==> src/rtl/core/periodic_pulse_waveform_generator_core_assert.svh <==
// Assertion macros shared by the pulse generator RTL.
// Depends on a clock named clk and an active-low reset named arst_n in scope.
`ifndef PERIODIC_PULSE_WAVEFORM_GENERATOR_CORE_ASSERT_SVH
`define PERIODIC_PULSE_WAVEFORM_GENERATOR_CORE_ASSERT_SVH

// Antecedent implies consequent in the same cycle.
`define PPWG_ASSERT_SAME(label, ante, cons, msg) \
	label: assert property (@(posedge clk) disable iff (!arst_n) (ante) |-> (cons)) \
		else $error(msg);

// Antecedent implies consequent in the next cycle.
`define PPWG_ASSERT_NEXT(label, ante, cons, msg) \
	label: assert property (@(posedge clk) disable iff (!arst_n) (ante) |=> (cons)) \
		else $error(msg);

`endif

==> src/rtl/core/ppwg_pkg.sv <==
// Shared types and register codes for the pulse waveform generator.
// No dependencies.
`default_nettype none
package ppwg_pkg;

	localparam int unsigned REG_IDX_W = 3;

	localparam logic [REG_IDX_W-1:0] REG_LOW_LEVEL    = 3'd0;
	localparam logic [REG_IDX_W-1:0] REG_HIGH_LEVEL   = 3'd1;
	localparam logic [REG_IDX_W-1:0] REG_DELAY_TICKS  = 3'd2;
	localparam logic [REG_IDX_W-1:0] REG_RISE_TICKS   = 3'd3;
	localparam logic [REG_IDX_W-1:0] REG_FALL_TICKS   = 3'd4;
	localparam logic [REG_IDX_W-1:0] REG_WIDTH_TICKS  = 3'd5;
	localparam logic [REG_IDX_W-1:0] REG_PERIOD_TICKS = 3'd6;

	// Ramp control carried alongside the scaled quotient.
	typedef struct packed {
		logic ramp; // item lies on a rising or falling edge
		logic neg;  // subtract the quotient from the start level
	} ramp_ctl_t;

endpackage
`default_nettype wire

==> src/rtl/core/ppwg_seg.sv <==
// Segment classification and ramp product, two pipeline stages.
// Depends on ppwg_pkg.
`default_nettype none
module ppwg_seg
	import ppwg_pkg::*;
#(
	parameter int unsigned TW = 32,
	parameter int unsigned LW = 16
) (
	input  wire logic                 clk,
	input  wire logic                 arst_n,
	input  wire logic                 en,
	input  wire logic                 in_valid,
	input  wire logic [TW-1:0]        tm,
	input  wire logic                 zero_period,
	input  wire logic signed [LW-1:0] low_level,
	input  wire logic signed [LW-1:0] high_level,
	input  wire logic [TW-1:0]        delay_ticks,
	input  wire logic [TW-1:0]        rise_ticks,
	input  wire logic [TW-1:0]        fall_ticks,
	input  wire logic [TW-1:0]        width_ticks,
	output logic                      out_valid,
	output logic [TW+LW:0]            prod,
	output logic [TW-1:0]             span,
	output logic [LW-1:0]             from,
	output ramp_ctl_t                 ctl
);

	localparam int unsigned EW = TW + 2;

	logic [EW-1:0]        e1, e2, e3, e4, tm_x;
	logic signed [LW:0]   diff;
	logic [LW:0]          mag;
	logic                 in_rise, in_high, in_fall;
	logic [TW-1:0]        elapsed_c, span_c;
	logic [LW-1:0]        from_c;
	logic [LW:0]          mag_c;
	ramp_ctl_t            ctl_c;

	logic                 v_s1, v_s2;
	logic [TW-1:0]        elapsed_s1, span_s1, span_s2;
	logic [LW-1:0]        from_s1, from_s2;
	logic [LW:0]          mag_s1;
	ramp_ctl_t            ctl_s1, ctl_s2;
	logic [TW+LW:0]       prod_s2;

	// Segment ends summed without wrap.
	assign e1   = EW'(delay_ticks);
	assign e2   = e1 + EW'(rise_ticks);
	assign e3   = e2 + EW'(width_ticks);
	assign e4   = e3 + EW'(fall_ticks);
	assign tm_x = EW'(tm);

	assign diff = (LW+1)'(high_level) - (LW+1)'(low_level);
	assign mag  = diff[LW] ? (LW+1)'(-diff) : diff;

	assign in_rise = !zero_period && tm_x >= e1 && tm_x < e2;
	assign in_high = !zero_period && tm_x >= e2 && tm_x < e3;
	assign in_fall = !zero_period && tm_x >= e3 && tm_x < e4;

	always_comb begin
		elapsed_c = '0;
		span_c    = TW'(1);
		mag_c     = '0;
		from_c    = low_level;
		ctl_c     = '{ramp: 1'b0, neg: 1'b0};
		if (in_rise) begin
			elapsed_c = TW'(tm_x - e1);
			span_c    = rise_ticks;
			mag_c     = mag;
			ctl_c     = '{ramp: 1'b1, neg: diff[LW]};
		end else if (in_high) begin
			from_c = high_level;
		end else if (in_fall) begin
			elapsed_c = TW'(tm_x - e3);
			span_c    = fall_ticks;
			mag_c     = mag;
			from_c    = high_level;
			ctl_c     = '{ramp: 1'b1, neg: !diff[LW] && (diff != '0)};
		end
	end

	always_ff @(posedge clk or negedge arst_n) begin
		if (!arst_n) begin
			v_s1 <= 1'b0;
			v_s2 <= 1'b0;
		end else if (en) begin
			v_s1 <= in_valid;
			v_s2 <= v_s1;
		end
	end

	always_ff @(posedge clk) begin
		if (en) begin
			elapsed_s1 <= elapsed_c;
			span_s1    <= span_c;
			from_s1    <= from_c;
			mag_s1     <= mag_c;
			ctl_s1     <= ctl_c;
			prod_s2    <= mag_s1 * (TW+LW+1)'(elapsed_s1);
			span_s2    <= span_s1;
			from_s2    <= from_s1;
			ctl_s2     <= ctl_s1;
		end
	end

	assign out_valid = v_s2;
	assign prod      = prod_s2;
	assign span      = span_s2;
	assign from      = from_s2;
	assign ctl       = ctl_s2;

endmodule
`default_nettype wire

==> config.mk <==
export PLATFORM = sky130hd
export DESIGN_NAME = ppwg_seg
export DESIGN_NICKNAME = d
export VERILOG_FILES = /design/src/rtl/core/periodic_pulse_waveform_generator_core_assert.svh /design/src/rtl/core/ppwg_pkg.sv /design/src/rtl/core/ppwg_seg.sv
export SDC_FILE = /design/constraint.sdc
export NUM_CORES = 2
export LEC_CHECK = 0
export BUFFER_PORTS_ARGS = -buffer_cell sky130_fd_sc_hd__buf_4
export CAP_MARGIN = 20
export CORE_AREA = 2 2 341 208
export CTS_CLUSTER_SIZE = 12
export DETAILED_ROUTE_END_ITERATION = 8
export DIE_AREA = 0 0 343 210
export HOLD_SLACK_MARGIN = 0.06
export PLACE_DENSITY_LB_ADDON = 0.25
export SYNTH_ARGS = -nofsm -noshare
export SYNTH_HDL_FRONTEND = slang
export SYNTH_SLANG_ARGS = --single-unit
==> constraint.sdc <==
create_clock -name clk -period 19.4 [get_ports clk]
set_input_delay 3.88 -clock clk [delete_from_list [all_inputs] [get_ports clk]]
set_output_delay 3.88 -clock clk [all_outputs]
set_load 0.1 [all_outputs]
Word level (Yosys, flattened, before mapping)

Cells that the tools add are included.

Input port bits: 197
Output and inout bits: 100
Word-level logic and storage cells: 53
Flip-flop bits (word level): 200

$add $sub $neg: 7
Multiply operators: 1
Order comparisons: 6
Multiplexer cells: 16
Reduce and logical (&&, ||, !) cells: 10

Operators by type and width:

| cell                                  | number |
|---|---|
| 2-to-1 mux 32 bit                     | 6 |
| less-than comparator 32 x 34 -> 1 bit | 2 |
| 2-to-1 mux 17 bit                     | 4 |
| subtractor 32 bit                     | 2 |
| multiplier 17 x 32 -> 49 bit          | 1 |
| 2-to-1 mux 16 bit                     | 3 |
| adder 33 x 32 -> 34 bit               | 1 |
| adder 34 x 32 -> 34 bit               | 1 |
| >= comparator 32 x 34 -> 1 bit        | 1 |
| adder 32 x 32 -> 33 bit               | 1 |
| >= comparator 32 x 33 -> 1 bit        | 1 |
| less-than comparator 32 x 33 -> 1 bit | 1 |
| >= comparator 32 bit                  | 1 |
| negator 17 bit                        | 1 |
| nonzero test 17 bit                   | 1 |
| subtractor 16 x 16 -> 17 bit          | 1 |
| logical AND 1 bit                     | 7 |
| 2-to-1 mux 2 bit                      | 2 |
| zero test 1 bit                       | 2 |
| 2-to-1 mux 1 bit                      | 1 |

Longest topological paths before layout

Depth in word-level cells: 8
Depth in mapped cells: 43
Gate-level depth less buffers: 42

Worst setup path before layout

OpenSTA, ideal clock, no wires.

Path kind: in2reg
From: input delay_ticks[1]
To: register from_s1[10] (data pin)
Arrival time: 11429 ps
Path buffers: 1
Cell stages on the path: 41
Library setup time: 260 ps
Setup slack: 7711 ps
Data required time: 19140 ps
Cell sequence: ha_1 -> a21o_1 -> a21o_1 -> a2111oi_0 -> nor2_1 -> nor2_1 -> o21bai_1 -> a21oi_1 -> xnor2_1 -> ha_1 -> a21oi_1 -> o21ai_0 -> a21oi_1 -> a21oi_1 -> nor3_1 -> o21bai_1 -> a21oi_1 -> o21ai_0 -> [5 not listed] -> a221oi_1 -> o21ai_0 -> a2111oi_0 -> o21bai_1 -> nand2_1 -> nand2b_1 -> a21oi_1 -> xor2_1 -> ha_1 -> a2111oi_0 -> a21oi_1 -> nor3b_1 -> a21boi_0 -> a31oi_1 -> a211o_1 -> a21oi_4 -> buf_8 -> mux2_4

Cells in the longest elaborated chain, start to end: 8
Elaborated cells between the ends (all ways): 18

RTL lines:

| item                                                                              | line                           | source |
|---|---|---|
| start, declared                                                                   | ppwg_seg.sv:18                 | `input wire logic [TW-1:0] delay_ticks,` |
| adder 32 x 32 -> 33 bit                                                           | ppwg_seg.sv:49                 | `assign e2 = e1 + EW'(rise_ticks);` |
| adder 33 x 32 -> 34 bit                                                           | ppwg_seg.sv:50                 | `assign e3 = e2 + EW'(width_ticks);` |
| adder 34 x 32 -> 34 bit / >= comparator 32 x 34 -> 1 bit (equally long branches)  | ppwg_seg.sv:51, ppwg_seg.sv:59 |  |
| less-than comparator 32 x 34 -> 1 bit / logical AND 1 bit (equally long branches) | ppwg_seg.sv:59                 | `assign in_fall = !zero_period && tm_x >= e3 && tm_x < e4;` |
| logical AND 1 bit                                                                 | ppwg_seg.sv:59                 |  |
| 2-to-1 mux 16 bit                                                                 | ppwg_seg.sv:74                 | `end else if (in_fall) begin` |
| 2-to-1 mux 16 bit                                                                 | ppwg_seg.sv:72                 | `end else if (in_high) begin` |
| 2-to-1 mux 16 bit *                                                               | ppwg_seg.sv:67                 | `if (in_rise) begin` |
| via from_c[10]                                                                    | ppwg_seg.sv:36                 | `logic [LW-1:0] from_c;` |
| end signal, assigned                                                              | ppwg_seg.sv:97                 | `from_s1 <= from_c;` |
| end, declared                                                                     | ppwg_seg.sv:42                 | `logic [LW-1:0] from_s1, from_s2;` |

Mark *: on every way through the listed nets, which the timed path passes. The rest lies on a longest branch.
A chain may end at the register's enable or synchronous reset.

Worst setup path after layout

From: input delay_ticks[1]
To: register from_s1[4] (data pin)

The elaborated chain is that of the path after synthesis.

==> results.md <==
Clock tree:
- In this run, CTS created clock tree buffers numbering 17.
- Clock-pin slew was measured on the worst setup and hold paths at around 80 ps.
- The number of hold buffers added after cts is 0.
- The number of H-tree levels is 4.
- The clock reaches the later pin of the worst-skew pair after 490 ps.
- TritonCTS built the clock tree.
- Post-CTS timing repair inserted 0 buffers for setup.
- The post-cts sizing count is 0.
- The tree is rooted in a sky130_fd_sc_hd__clkbuf_16.
- The number of buffers on the longest clock path is 2.
- Counting every sink on the clock net gives 200.

Route:
- After detailed routing, the number of remaining DRC violations is 0.
- The number of vias in the routed layout is 27500.
- The first detailed-routing pass took 5 iterations.
- In the routed layout, each cell is associated on average with a via count of 5.55.
- The detailed router finished its first iteration with between 2000 and 2500 violations.
- After detailed routing, the total wire length is 97600 um.
- The routed length per instance is 19.7 um.
- The count of nets left with antenna violations once routing finished came out at 0.

Critical path:
- The gate family responsible for the most delay along the worst path is compound AO/OA/AOI/OAI gates.
- The highest-delay cell along the critical path is sky130_fd_sc_hd__a2111oi_0.
- By startpoint and endpoint, the worst setup path is classified as in2reg.
- The worst register-to-register path begins at elapsed_s1[8].
- The worst setup path is launched from an input pin.
- The critical path starts at delay_ticks[1].
- In this run the worst path has a maximum fanout of 16.
- Among the stages of the critical path, the cell type that occurs most often is sky130_fd_sc_hd__ha_1.
- Data on the critical path arrives at its endpoint at 14030 ps.
- Together, buffers and inverters on the worst path number 1.
- The worst stage delay on the critical path is roughly 800 ps.
- The data required time at the worst endpoint is between 15000 and 20000 ps.
- The worst setup path is captured at a flop.

Status:
- The run finished with clean final reports.

Yosys:
- Counting flops with a built-in enable in the synthesized netlist gives 198.
- The proportion of register bits with asynchronous set or reset after synthesis is 1.00%.
- Dividing the synthesized area by the synthesized cell count gives 9.00 um2.
- The Yosys step of the flow raised 0 warnings.
- The post-synthesis cell count is about 3800.
- Summing the areas of all xor and xnor instances in the mapped netlist gives 5.50% of the synthesized area.
- The synthesized-area fraction occupied by ao, oa, aoi and oai cells is a little over an eighth.
- For this run, the leading register cell type out of synthesis is sky130_fd_sc_hd__edfxtp_1.
- Measured against the total synthesized area, the mux share comes to less than 1%.
- The synthesized netlist contains 72 unique library cells.
- The synthesized-area fraction occupied by and/or/nand/nor cells is 14.1%.
- Sequential elements use 17.5% of the synthesized area.
- The number of nets handed over by synthesis was around 4800.
- The main combinational cell family by area after synthesis is adder cells.
- Of the total synthesized cell area, the portion taken by full adders, half adders and majority gates is 40.0%.
- The combined area of all synthesized cells is 0.0342 mm2.
- Synthesis inferred 200 register bits.

Global routing:
- The number of global-route vias before repair was 27500.
- Entering global routing, the biggest net connects 81 pins.
- Summed over all layers, the global routing overflow is 0.
- The wire length of the first global-routing pass is 157000 um.
- The initial antenna violation count is 3.
- The aggregate global-route resource usage is 28.0%.

Timing:
- The total count of hold-check failures in the final report was 0.
- For the pin with the worst max-slew slack, the measured transition is 1110 ps.
- The post-route clock skew is 15.9 ps.
- Setup violations remaining at the end of the flow were counted as 0.
- After layout, the worst path uses 71.1% of the clock period.
- Setup total negative slack on the finished layout was measured at 0 ps.
- Setup repair after global routing left no endpoint under its margin.
- The upper clock frequency limit is 72.5 MHz.
- After layout, the minimum clock period comes to 13790 ps.
- The max-slew violation total from the final report was 0.
- The worst pin sits at a relative slew slack of between 20% and 30%.

Worst hold path:
- The startpoint of the tightest hold check path is from_s1[11].
- The classification of the worst-slack hold path is reg2reg.

Placed design:
- After legalization and detailed placement, the total HPWL measured between 70000 and 80000 um.
- The count of buffers inserted at the top-level ports is 296.
- The final RePlAce weighted congestion is approximately 0.95.

Finish:
- The post-synthesis to final-layout area growth is 11.0%.
- In the final layout, the share of cells above drive strength 1 is 9.99%.
- The number of fillers in the final layout is roughly 6400.
- The number of nets in the finished design is 5038.

Floorplan:
- The floorplan step set the die height to between 200 and 250 um.
- In this run the standard cell core region covers 0.0691 mm2.
- From left edge to right edge, the die measures around 340 um.
- In this run the count of I/O pins placed on the die edge is just under 300.
- The number of rows created at floorplan is 75.
- Once the floorplan was initialized, standard cells occupied 49.5% of the core.
- The total die area is 0.0720 mm2.

Flow run:
- The reported max-cap violation count is 0.
cell usage after synthesis, types with 8 or more instances:
cell	instances	area share, %
sky130_fd_sc_hd__inv_1	636	7.0
sky130_fd_sc_hd__nand2_1	588	6.5
sky130_fd_sc_hd__fa_1	455	27
sky130_fd_sc_hd__ha_1	365	13
sky130_fd_sc_hd__a21oi_1	198	2.9
sky130_fd_sc_hd__edfxtp_1	198	17
sky130_fd_sc_hd__and2_1	161	2.9
sky130_fd_sc_hd__o21ai_0	150	2.2
sky130_fd_sc_hd__clkbuf_1	127	1.4
sky130_fd_sc_hd__a21o_1	125	2.7
sky130_fd_sc_hd__xnor2_1	119	3.0
sky130_fd_sc_hd__xor2_1	96	2.5
sky130_fd_sc_hd__nor2_1	90	0.99
sky130_fd_sc_hd__nand3_1	47	0.69
sky130_fd_sc_hd__o22ai_1	33	0.60
sky130_fd_sc_hd__nand4_1	30	0.55
sky130_fd_sc_hd__o21bai_1	30	0.66
sky130_fd_sc_hd__nand2b_1	29	0.53
sky130_fd_sc_hd__o21a_1	29	0.64
sky130_fd_sc_hd__a211oi_1	28	0.61
sky130_fd_sc_hd__nor2b_1	26	0.48
sky130_fd_sc_hd__nor3_1	21	0.31
sky130_fd_sc_hd__a31oi_1	19	0.35
sky130_fd_sc_hd__and3_1	15	0.27
sky130_fd_sc_hd__o31ai_1	15	0.33
sky130_fd_sc_hd__or3_1	15	0.27
sky130_fd_sc_hd__o211ai_1	11	0.24
sky130_fd_sc_hd__mux2_4	10	0.44
sky130_fd_sc_hd__nor4_1	10	0.18
sky130_fd_sc_hd__o31a_1	9	0.23
sky130_fd_sc_hd__a2111oi_0	8	0.20
sky130_fd_sc_hd__mux2_2	8	0.26
final timing paths:
| kind | to | slack (ps) | cells after the start |
|---|---|---|---|
| worst max-delay path | from_s1[4] | 5610 | 37 |
| worst min-delay path | from[11] | 420 | 0 |
| worst max register to register | prod[48] | 10890 | 24 |
| worst min register to register | from[11] | 420 | 0 |
| max in group asynchronous | v_s1 | 16160 | 1 |
| min in group asynchronous | out_valid | 3160 | 1 |
cells by family after synthesis:
| family | Yosys count |
|---|---|
| DFF | 200 |
| and+or+nand+nor | 1052 |
| AOI/OAI and AO/OA | 726 |
| buffers and inverters | 769 |
| muxes | 20 |
| xor gates and xnor gates | 215 |
| adders and majority gates | 820 |
flip-flops by register name, indices dropped and copies added, names as in the netlist:
name        cells
span_s1        32
elapsed_s1     32
prod           49
v_s1            1
ctl_s1          2
span           32
from           16
ctl             2
mag_s1         17
from_s1        16
out_valid       1
through the flow:
stage	utilization, %	hold WS [ps]	area, um2	std cells	worst slack, ps
after floorplan	-	400	34200	3802	7710
after global placement	54.1	402	37400	4921	5510
after detailed placement	54.1	405	37400	4922	5340
after CTS	54.9	423	37900	4954	5820
after global routing	55.0	429	38000	4958	4890
final	55.0	422	38000	4959	5610
metal layers:
metal / wire length, um / up-vias / track usage [%]
met2: 38900 / 1155 / 39.8
met1: 48600 / 13300 / 44.7
li1: - / 12900 / -
met5: 0 / - / 0
met4: 1200 / 0 / 4.17
met3: 8880 / 97 / 5.33
layout by cell type, fill, tap and decap left out, drive strengths merged, types with 29 or more instances in the layout:
cell	synthesis	final
inv	636	643
a21o	125	125
ha	365	365
and2	161	161
nand3	47	47
nand4	30	30
nand2	588	588
xnor2	119	119
nor2	90	90
a21oi	199	199
o22ai	34	34
o21ai	150	150
fa	455	455
edfxtp	198	198
nand2b	29	29
o21bai	30	30
buf	6	331
xor2	96	96
o21a	29	29
cell type report:
type | instances | area (um2) | share of cell area, %
well taps | 924 | 1160 | 3.04
diodes | 1 | 2.50 | 0.00659
flip-flops and latches | 200 | 6000 | 15.8
repair buffers | 333 | 2500 | 6.59
clock inverters | 14 | 155 | 0.409
inverters | 636 | 2390 | 6.29
clock buffers | 18 | 429 | 1.13
multi-input cells | 2833 | 25300 | 66.7
Power is left out: the tool's default activity adds up to more than one toggle a clock period on the data nets, which glitch-free logic cannot reach.
